File: config.mk
export PLATFORM = sky130hd
export DESIGN_NAME = dvt_cell
export DESIGN_NICKNAME = d
export VERILOG_FILES = /design/src/hdl/dvt_pkg.sv /design/src/hdl/dvt_cell.sv
export SDC_FILE = /design/constraint.sdc
export NUM_CORES = 1
export LEC_CHECK = 0
export BUFFER_PORTS_ARGS = -buffer_cell sky130_fd_sc_hd__clkbuf_2
export CAP_MARGIN = 20
export CORE_AREA = 3 3 168 170
export CTS_CLUSTER_DIAMETER = 200
export DETAILED_ROUTE_END_ITERATION = 6
export DIE_AREA = 0 0 171 173
export PLACE_DENSITY = 0.71
export SYNTH_ARGS = -nofsm -noshare
export SYNTH_HDL_FRONTEND = slang
export SYNTH_SLANG_ARGS = --single-unit
File: constraint.sdc
create_clock -name clk_i -period 8.8 [get_ports clk_i]
set_clock_uncertainty 0.15 [all_clocks]
set_input_delay 0.88 -clock clk_i [delete_from_list [all_inputs] [get_ports clk_i]]
set_output_delay 0.88 -clock clk_i [all_outputs]
set_load 0.05 [all_outputs]
File: src/hdl/dvt_pkg.sv
// Types and constants of the distance-vector routing table engine.
`timescale 1ns / 1ps

package dvt_pkg;

  // Fixed field widths.
  localparam int ADDR_W      = 32;
  localparam int IFACE_W     = 2;
  localparam int ADV_COST_W  = 10;
  localparam int READ_IDX_W  = 6;
  localparam int STATUS_W    = 3;
  localparam int OUT_COST_W  = 10;
  localparam int OUT_COUNT_W = 7;
  localparam int CFG_IDX_W   = 3;
  localparam int NUM_REG_IFACES = 4;
  // Width of the cost sum before saturation; covers any infinity up to 65535.
  localparam int CALC_W      = 17;

  // Register indexes of the configuration port.
  localparam logic [CFG_IDX_W-1:0] REG_OWN_ADDR_BASE = 3'd0;
  localparam logic [CFG_IDX_W-1:0] REG_IF_COST_BASE  = 3'd4;

  // Request actions.
  localparam logic ACT_APPLY = 1'b0;
  localparam logic ACT_READ  = 1'b1;

  typedef enum logic [STATUS_W-1:0] {
    ST_NO_LINK  = 3'd0,
    ST_SKIPPED  = 3'd1,
    ST_UPDATED  = 3'd2,
    ST_KEPT     = 3'd3,
    ST_INSERTED = 3'd4,
    ST_FULL     = 3'd5,
    ST_READ     = 3'd6
  } status_e;

  // Control part of the token that walks down the cell chain.
  typedef struct packed {
    logic    active;
    logic    is_read;
    logic    done;
    logic    e_valid;
    status_e status;
  } tok_ctrl_t;

  // Fixed-width data part of the token.
  typedef struct packed {
    logic [ADDR_W-1:0]     dest;
    logic [ADDR_W-1:0]     nbr;
    logic [IFACE_W-1:0]    iface;
    logic [READ_IDX_W-1:0] ridx;
    logic [ADDR_W-1:0]     e_dest;
    logic [ADDR_W-1:0]     e_hop;
    logic [IFACE_W-1:0]    e_iface;
  } tok_data_t;

endpackage

File: src/hdl/dvt_cell.sv
// One table slot of the routing engine: holds a route and relays the request token.
`timescale 1ns / 1ps

module dvt_cell #(
  parameter int CellIdx = 0,
  parameter int IdxW    = 6,
  parameter int CntW    = 7,
  parameter int CostW   = 10
) (
  input  logic                clk_i,
  input  logic                rst_ni,
  input  logic [CntW-1:0]     count_i,
  input  dvt_pkg::tok_ctrl_t  ctrl_i,
  input  dvt_pkg::tok_data_t  data_i,
  input  logic [CostW-1:0]    cost_i,
  input  logic [IdxW-1:0]     slot_i,
  input  logic [CostW-1:0]    e_cost_i,
  output dvt_pkg::tok_ctrl_t  ctrl_o,
  output dvt_pkg::tok_data_t  data_o,
  output logic [CostW-1:0]    cost_o,
  output logic [IdxW-1:0]     slot_o,
  output logic [CostW-1:0]    e_cost_o
);

  localparam int CmpW = (IdxW > dvt_pkg::READ_IDX_W) ? IdxW : dvt_pkg::READ_IDX_W;

  // Stored route of this slot.
  logic [dvt_pkg::ADDR_W-1:0]  dest_q;
  logic [dvt_pkg::ADDR_W-1:0]  hop_q;
  logic [dvt_pkg::IFACE_W-1:0] iface_q;
  logic [CostW-1:0]            cost_q;

  // Token stage registers.
  dvt_pkg::tok_ctrl_t ctrl_q, ctrl_d;
  dvt_pkg::tok_data_t data_q, data_d;
  logic [CostW-1:0]   cost_q2;
  logic [IdxW-1:0]    slot_q, slot_d;
  logic [CostW-1:0]   e_cost_q, e_cost_d;

  logic occupied, at_end, pending, dest_hit, replace, read_hit;
  logic wr_dest, wr_route;

  // Slot status relative to the fill count and the request in flight.
  assign occupied = CntW'(CellIdx) < count_i;
  assign at_end   = CntW'(CellIdx) == count_i;
  assign pending  = ctrl_i.active && !ctrl_i.done;
  assign dest_hit = occupied && (dest_q == data_i.dest);
  assign replace  = (hop_q == data_i.nbr) || (cost_q > cost_i);
  assign read_hit = CmpW'(data_i.ridx) == CmpW'(CellIdx);

  assign wr_dest  = pending && !ctrl_i.is_read && at_end;
  assign wr_route = pending && !ctrl_i.is_read && ((dest_hit && replace) || at_end);

  // Resolve the request if it concerns this slot, otherwise pass it on.
  always_comb begin
    ctrl_d   = ctrl_i;
    data_d   = data_i;
    slot_d   = slot_i;
    e_cost_d = e_cost_i;
    if (pending && ctrl_i.is_read && read_hit) begin
      ctrl_d.done    = 1'b1;
      ctrl_d.status  = dvt_pkg::ST_READ;
      ctrl_d.e_valid = occupied;
      if (occupied) begin
        data_d.e_dest  = dest_q;
        data_d.e_hop   = hop_q;
        data_d.e_iface = iface_q;
        e_cost_d       = cost_q;
      end
    end else if (pending && !ctrl_i.is_read && dest_hit) begin
      ctrl_d.done    = 1'b1;
      ctrl_d.e_valid = 1'b1;
      slot_d         = IdxW'(CellIdx);
      data_d.e_dest  = dest_q;
      if (replace) begin
        ctrl_d.status  = dvt_pkg::ST_UPDATED;
        data_d.e_hop   = data_i.nbr;
        data_d.e_iface = data_i.iface;
        e_cost_d       = cost_i;
      end else begin
        ctrl_d.status  = dvt_pkg::ST_KEPT;
        data_d.e_hop   = hop_q;
        data_d.e_iface = iface_q;
        e_cost_d       = cost_q;
      end
    end else if (pending && !ctrl_i.is_read && at_end) begin
      ctrl_d.done    = 1'b1;
      ctrl_d.e_valid = 1'b1;
      ctrl_d.status  = dvt_pkg::ST_INSERTED;
      slot_d         = IdxW'(CellIdx);
      data_d.e_dest  = data_i.dest;
      data_d.e_hop   = data_i.nbr;
      data_d.e_iface = data_i.iface;
      e_cost_d       = cost_i;
    end
  end

  // Route storage.
  always_ff @(posedge clk_i) begin
    if (wr_dest) begin
      dest_q <= data_i.dest;
    end
    if (wr_route) begin
      hop_q   <= data_i.nbr;
      iface_q <= data_i.iface;
      cost_q  <= cost_i;
    end
  end

  // Token control to the next cell.
  always_ff @(posedge clk_i or negedge rst_ni) begin
    if (!rst_ni) begin
      ctrl_q <= '0;
    end else begin
      ctrl_q <= ctrl_d;
    end
  end

  // Token payload to the next cell.
  always_ff @(posedge clk_i) begin
    data_q   <= data_d;
    cost_q2  <= cost_i;
    slot_q   <= slot_d;
    e_cost_q <= e_cost_d;
  end

  assign ctrl_o   = ctrl_q;
  assign data_o   = data_q;
  assign cost_o   = cost_q2;
  assign slot_o   = slot_q;
  assign e_cost_o = e_cost_q;

endmodule

Word level (Yosys, flattened, before mapping)
Index checks and enable logic that the tools add are counted.
Widths: inputs -> output; s select.
{"block": "totals", "elab_cells": 55, "in_bits": 180, "output_inout_bits": 171, "reg_bits": 247}
{"block": "op_classes", "n_eq_ne": 2, "reduce_logical": 15, "n_mux": 17, "magnitude_cmp": 2}
{"operator": "$mux 66", "count": 4}
{"operator": "$eq 32x32->1", "count": 2}
{"operator": "$mux 10", "count": 5}
{"operator": "$mux 34", "count": 1}
{"operator": "$mux 6", "count": 3}
{"operator": "$mux 5", "count": 3}
{"operator": "$gt 10x10->1", "count": 1}
{"operator": "$logic_and 1x1->1", "count": 9}
{"operator": "$logic_not 7->1", "count": 1}
{"operator": "$lt 1x7->1 const A", "count": 1}
{"operator": "$logic_not 6->1", "count": 1}
{"operator": "$logic_not 1->1", "count": 2}
{"operator": "$logic_or 1x1->1", "count": 2}
{"operator": "$mux 1", "count": 1}

Longest topological paths before layout
{"block": "depth", "ltp_word": 7, "ltp_mapped": 10, "ltp_nobuf": 8}

Worst setup path after synthesis
Ideal clock, no wire load.
{"block": "synth_path", "path_type": "input to register", "from": "in cost_i[5]", "to": "reg cost_q[0] (enable)", "arrival_ns": 3.080, "stages": 10, "required_ns": 8.093, "setup_time_ns": 0.557, "slack_ns": 5.013, "n_path_buf": 2, "path_cell_list": "inv_1 > ha_1 > a21oi_1 > o21ai_1 > a2111oi_0 > o22ai_1 > buf_4 > buf_4 > nand2_1 > nand2_1"}
{"block": "synth_via", "elab_chain_cells": 5}
{"element": "start: declaration", "line_no": "dvt_cell.sv:15", "rtl": "input logic [CostW-1:0] cost_i,"}
{"element": "$gt 10x10->1", "line_no": "dvt_cell.sv:48", "rtl": "assign replace = (hop_q == data_i.nbr) || (cost_q > cost_i);"}
{"element": "$logic_or 1x1->1", "line_no": "dvt_cell.sv:48"}
{"element": "$logic_and 1x1->1", "line_no": "dvt_cell.sv:52", "rtl": "assign wr_route = pending && !ctrl_i.is_read && ((dest_hit && replace) || at_end);"}
{"element": "$logic_or 1x1->1", "line_no": "dvt_cell.sv:52"}
{"element": "$logic_and 1x1->1", "line_no": "dvt_cell.sv:52"}
{"element": "named net wr_route", "line_no": "dvt_cell.sv:41", "rtl": "logic wr_dest, wr_route;"}
{"element": "end signal: assignment", "line_no": "dvt_cell.sv:106", "rtl": "cost_q <= cost_i;"}
{"element": "end: declaration", "line_no": "dvt_cell.sv:31", "rtl": "logic [CostW-1:0] cost_q;"}
The timed path passes the listed nets, and every way through them passes these cells.
A chain may end at the register's enable or synchronous reset.

Worst setup path after layout
{"block": "layout_path", "from": "in ctrl_i[5] (netlist name)", "to": "reg cost_q[2] (enable)"}
{"block": "layout_via", "elab_chain_cells": 3}
{"element": "start: declaration", "line_no": "dvt_cell.sv:13", "rtl": "input dvt_pkg::tok_ctrl_t ctrl_i,"}
{"element": "$logic_not 1->1", "line_no": "dvt_cell.sv:52"}
{"element": "$logic_and 1x1->1 (2 in a row)", "line_no": "dvt_cell.sv:52"}
{"element": "named net wr_route", "line_no": "dvt_cell.sv:41"}
The timed path passes the listed nets, and every way through them passes these cells.

==> results.py <==
metrics = {
    "run_status": {
        "status": "completed",
    },
    "global_routing": {
        "grt_pass1_wl_um": 42200,
        "track_usage_pct": 18.1,
        "grt_pass1_vias": 7473,
        "grt_overflow_total": 0,
        "antenna_found_initial": 1,
        "grt_max_degree": 49,
    },
    "power_and_ir_drop": {
        "powerDensity_nw_per_um2": 221,
        "internal_power_uw": 2020,
        "p_sw_uw": 717,
        "ir_drop_uv": 150,
        "p_leak_uw": 0.00517,
        "p_comb_share_pct": 12.3,
        "p_seq_share_pct": 44.9,
        "pwr-share-clk_pct": 42.8,
        "swShare_pct": 26.2,
    },
    "routing": {
        "drc_errors": 0,
        "routedWlPerCell_um": 19.7,
        "avgViaCountPerCell": 5.11,
        "vias": 7362,
        "drtAntennaViolNets": 0,
        "drtIter0Drc": 430,
        "drt-pass1-iter-count": 5,
        "wl_um": 28400,
    },
    "cells_and_area": {
        "antenna_cells": 0,
        "fin_util_pct": 46.0,
        "layout.cells.non_filler": 1441,
        "drive_gt1_share_pct": 37.5,
        "fin_nets": 1270,
        "synthToLayoutAreaGrowth_pct": 32.2,
    },
    "cts": {
        "cts_buffers": 27,
        "clk_latency_ns": 0.53,
        "postCtsHoldBufs": 0,
        "cts_resized": 0,
        "clock-sinks": 247,
        "cts_max_level": 1,
        "cts_tree": "built",
        "cts_buffer_depth": 3,
        "clk_pin_slew_ns": 0.06,
        "root_buffer": "clkbuf_16",
        "cts_setup_buffers": 0,
    },
    "setup_path": {
        "crit_family": "simple AND/OR/NAND/NOR gates",
        "crit_fanout": 48,
        "cp_slowest_stage_delay_ns": 0.87,
        "critical_path_class": "primary input to flip-flop",
        "crit_arrival_ns": 3.75,
        "critPathSlowestCell": "and3_4",
        "critPathMostFrequentCell": "buf_4",
        "critPathBufInv": 3,
        "cp-end-kind": "flip-flop",
        "start_kind": "primary input",
        "crit_chain": "clkbuf_2 > nor3b_4 > buf_4 > nand4_1 > nor4_1 > and3_4 > nand2_1 > nand2_2 > buf_4",
        "cp.required_ns": 8.80,
    },
    "placement": {
        "gp_congestion": 0.853,
        "dp.cells": 1392,
        "pre_cts_ws_ns": 4.49,
        "hpwl_um": 20000,
        "numPortBuffers": 350,
    },
    "job": {
        "cap_violations": 0,
    },
    "timing": {
        "drv_slew": 0,
        "fin_crit_sh_pct": 42.7,
        "timing.hold.ws_ns": 0.0446,
        "rsz0062_at_grt": "no",
        "worst_pin_slew_ns": 0.972,
        "hold_viol": 0,
        "timing.slew.headroom_pct": 35.2,
        "finalSetupViolCount": 0,
        "worst_slack_ns": 5.04,
        "min_period_ns": 3.76,
        "setup_tns_ns": 0,
        "clock.fmax_mhz": 266,
    },
    "die": {
        "ios": 351,
        "core_area_um2": 26900,
        "num_rows": 60,
        "die_w_um": 171,
        "dieArea_um2": 29600,
        "start_util_pct": 34.8,
        "die_y_um": 173,
    },
    "synthesis": {
        "syn-cell-area_um2": 9360,
        "yosys_warnings": 0,
        "yosys.area.top_type_share_pct": 35.1,
        "syn-mean-instance-area_um2": 12.8,
        "synth_cell_types": 39,
        "synthTopCellsByArea": "dfxtp_1 (35%), edfxtp_1 (24%), mux2i_1 (9.4%), a221o_1 (3.4%), o22a_1 (3.3%)",
        "synth_seq_area_share_pct": 61.3,
        "synth_top_cell_by_area": "dfxtp_1",
        "synth_seq_cells": 247,
        "synth.net_count": 922,
        "synthCells": 732,
    },
    "min_path": {
        "hp-class": "primary input to asynchronous set/reset pin",
    },
}
-- final cells by class --
class / instances / area, um2
timing repair buffer: 361 / 1850
clock buffer: 39 / 825
sequential: 247 / 5740
inverter: 12 / 45.0
multi-input combinational: 431 / 3370
tap: 341 / 427
clock inverter: 10 / 110
fill: 2483 / 14500
-- cell usage in the layout, fill, tap and decap left out, types with 6 or more instances in the layout --
cell,instances
clkbuf_2,350
dfxtp_1,164
mux2i_1,88
edfxtp_1,76
o21ai_0,45
nor2_1,35
o22a_1,35
xnor2_1,32
xor2_1,32
a22oi_1,32
a221o_1,32
clkbuf_16,30
nand4_1,18
nor4_1,12
inv_1,11
nand2_1,11
ha_1,10
buf_4,10
a2bb2oi_1,9
dfrtp_1,7
nor3_1,6
and3_1,6
-- Yosys cell counts, drive strengths merged --
cell,instances
and3,7
ha,10
xnor2,32
inv,12
a22oi,32
and4,2
a211oi,2
nand2b,1
a2bb2oi,9
nand2,14
o22a,35
clkbuf,19
o21ai,47
buf,23
nor3,6
xor2,32
mux2i,88
or2,1
o22ai,1
or3,1
nand3,4
a221o,32
a21oi,4
nor2,36
a2111oi,1
and2,1
nor4,12
dfrtp,7
nand4,18
nor3b,1
edfxtp,76
nor2b,2
dfxtp,164
-- routing by layer --
layer	track usage [%]	wire length [um]	share of wire [%]	vias to the layer above
met1	21.1	11100	39	3503
li1	-	-	-	3449
met2	32.5	14100	50	364
met3	5.24	2620	9.2	44
met4	4.23	639	2.2	2
met5	0	9	0.032	-
-- stage by stage --
step / cell area [um2] / total power (uW)
finish: 12400 / 2740
global route: 12400 / 2830
CTS: 12400 / 2770
detailed placement: 11400 / 1590
global placement: 11400 / 1590
floorplan: 9360 / 1470
-- final timing paths --
kind / endpoint / slack [ns] / startpoint / cells past startpoint
max in group asynchronous: ctrl_o[6] / 8.26 / rst_ni / 1
min in group clk_i: data_o[71] / 0.32 / data_i[71] / 1
worst max register to register: cost_q[2] / 5.32 / dest_q[8] / 7
worst min-delay path: ctrl_o[2] / 0.04 / rst_ni / 1
worst max-delay path: cost_q[2] / 5.04 / ctrl_i[5] / 9
worst min register to register: data_o[43] / 0.37 / dest_q[9] / 1
-- worst reg2reg max path: cells and delay by family (launching register included) --
kind | cells | cell delay (ns)
buffers and inverters | 1 | 0.55
xor gates and xnor gates | 1 | 0.25
and+or+nand+nor | 5 | 1.72
DFF | 1 | 0.40
-- power by group through the flow --
stage	clock network [uW]	logic, uW	registers [uW]
final	1170	337	1230
after global routing	1240	356	1230
after CTS	1200	339	1230
after detailed placement	0	338	1250
after global placement	0	336	1250
after floorplan	0	62.8	1400
-- registers in the layout, summed over array words and instances, names as in the netlist --
signal,count
data_o,138
dest_q,32
hop_q,32
cost_o,10
cost_q,10
e_cost_o,10
ctrl_o,7
slot_o,6
iface_q,2
-- kinds of logic (layout without fill, tap and decap cells) --
family                     Yosys count  in the layout  synth area share, %
DFF                                247            247                 61.3
xor gates and xnor gates            64             64                 5.99
adders and majority gates           10             10                 1.34
muxes                               88             88                 9.41
buffers and inverters               54            422                 2.93
and+or+nand+nor                    106            106                 5.83
AOI/OAI and AO/OA                  163            163                 13.2
No activity file was read; power rests on OpenSTA's default activity.
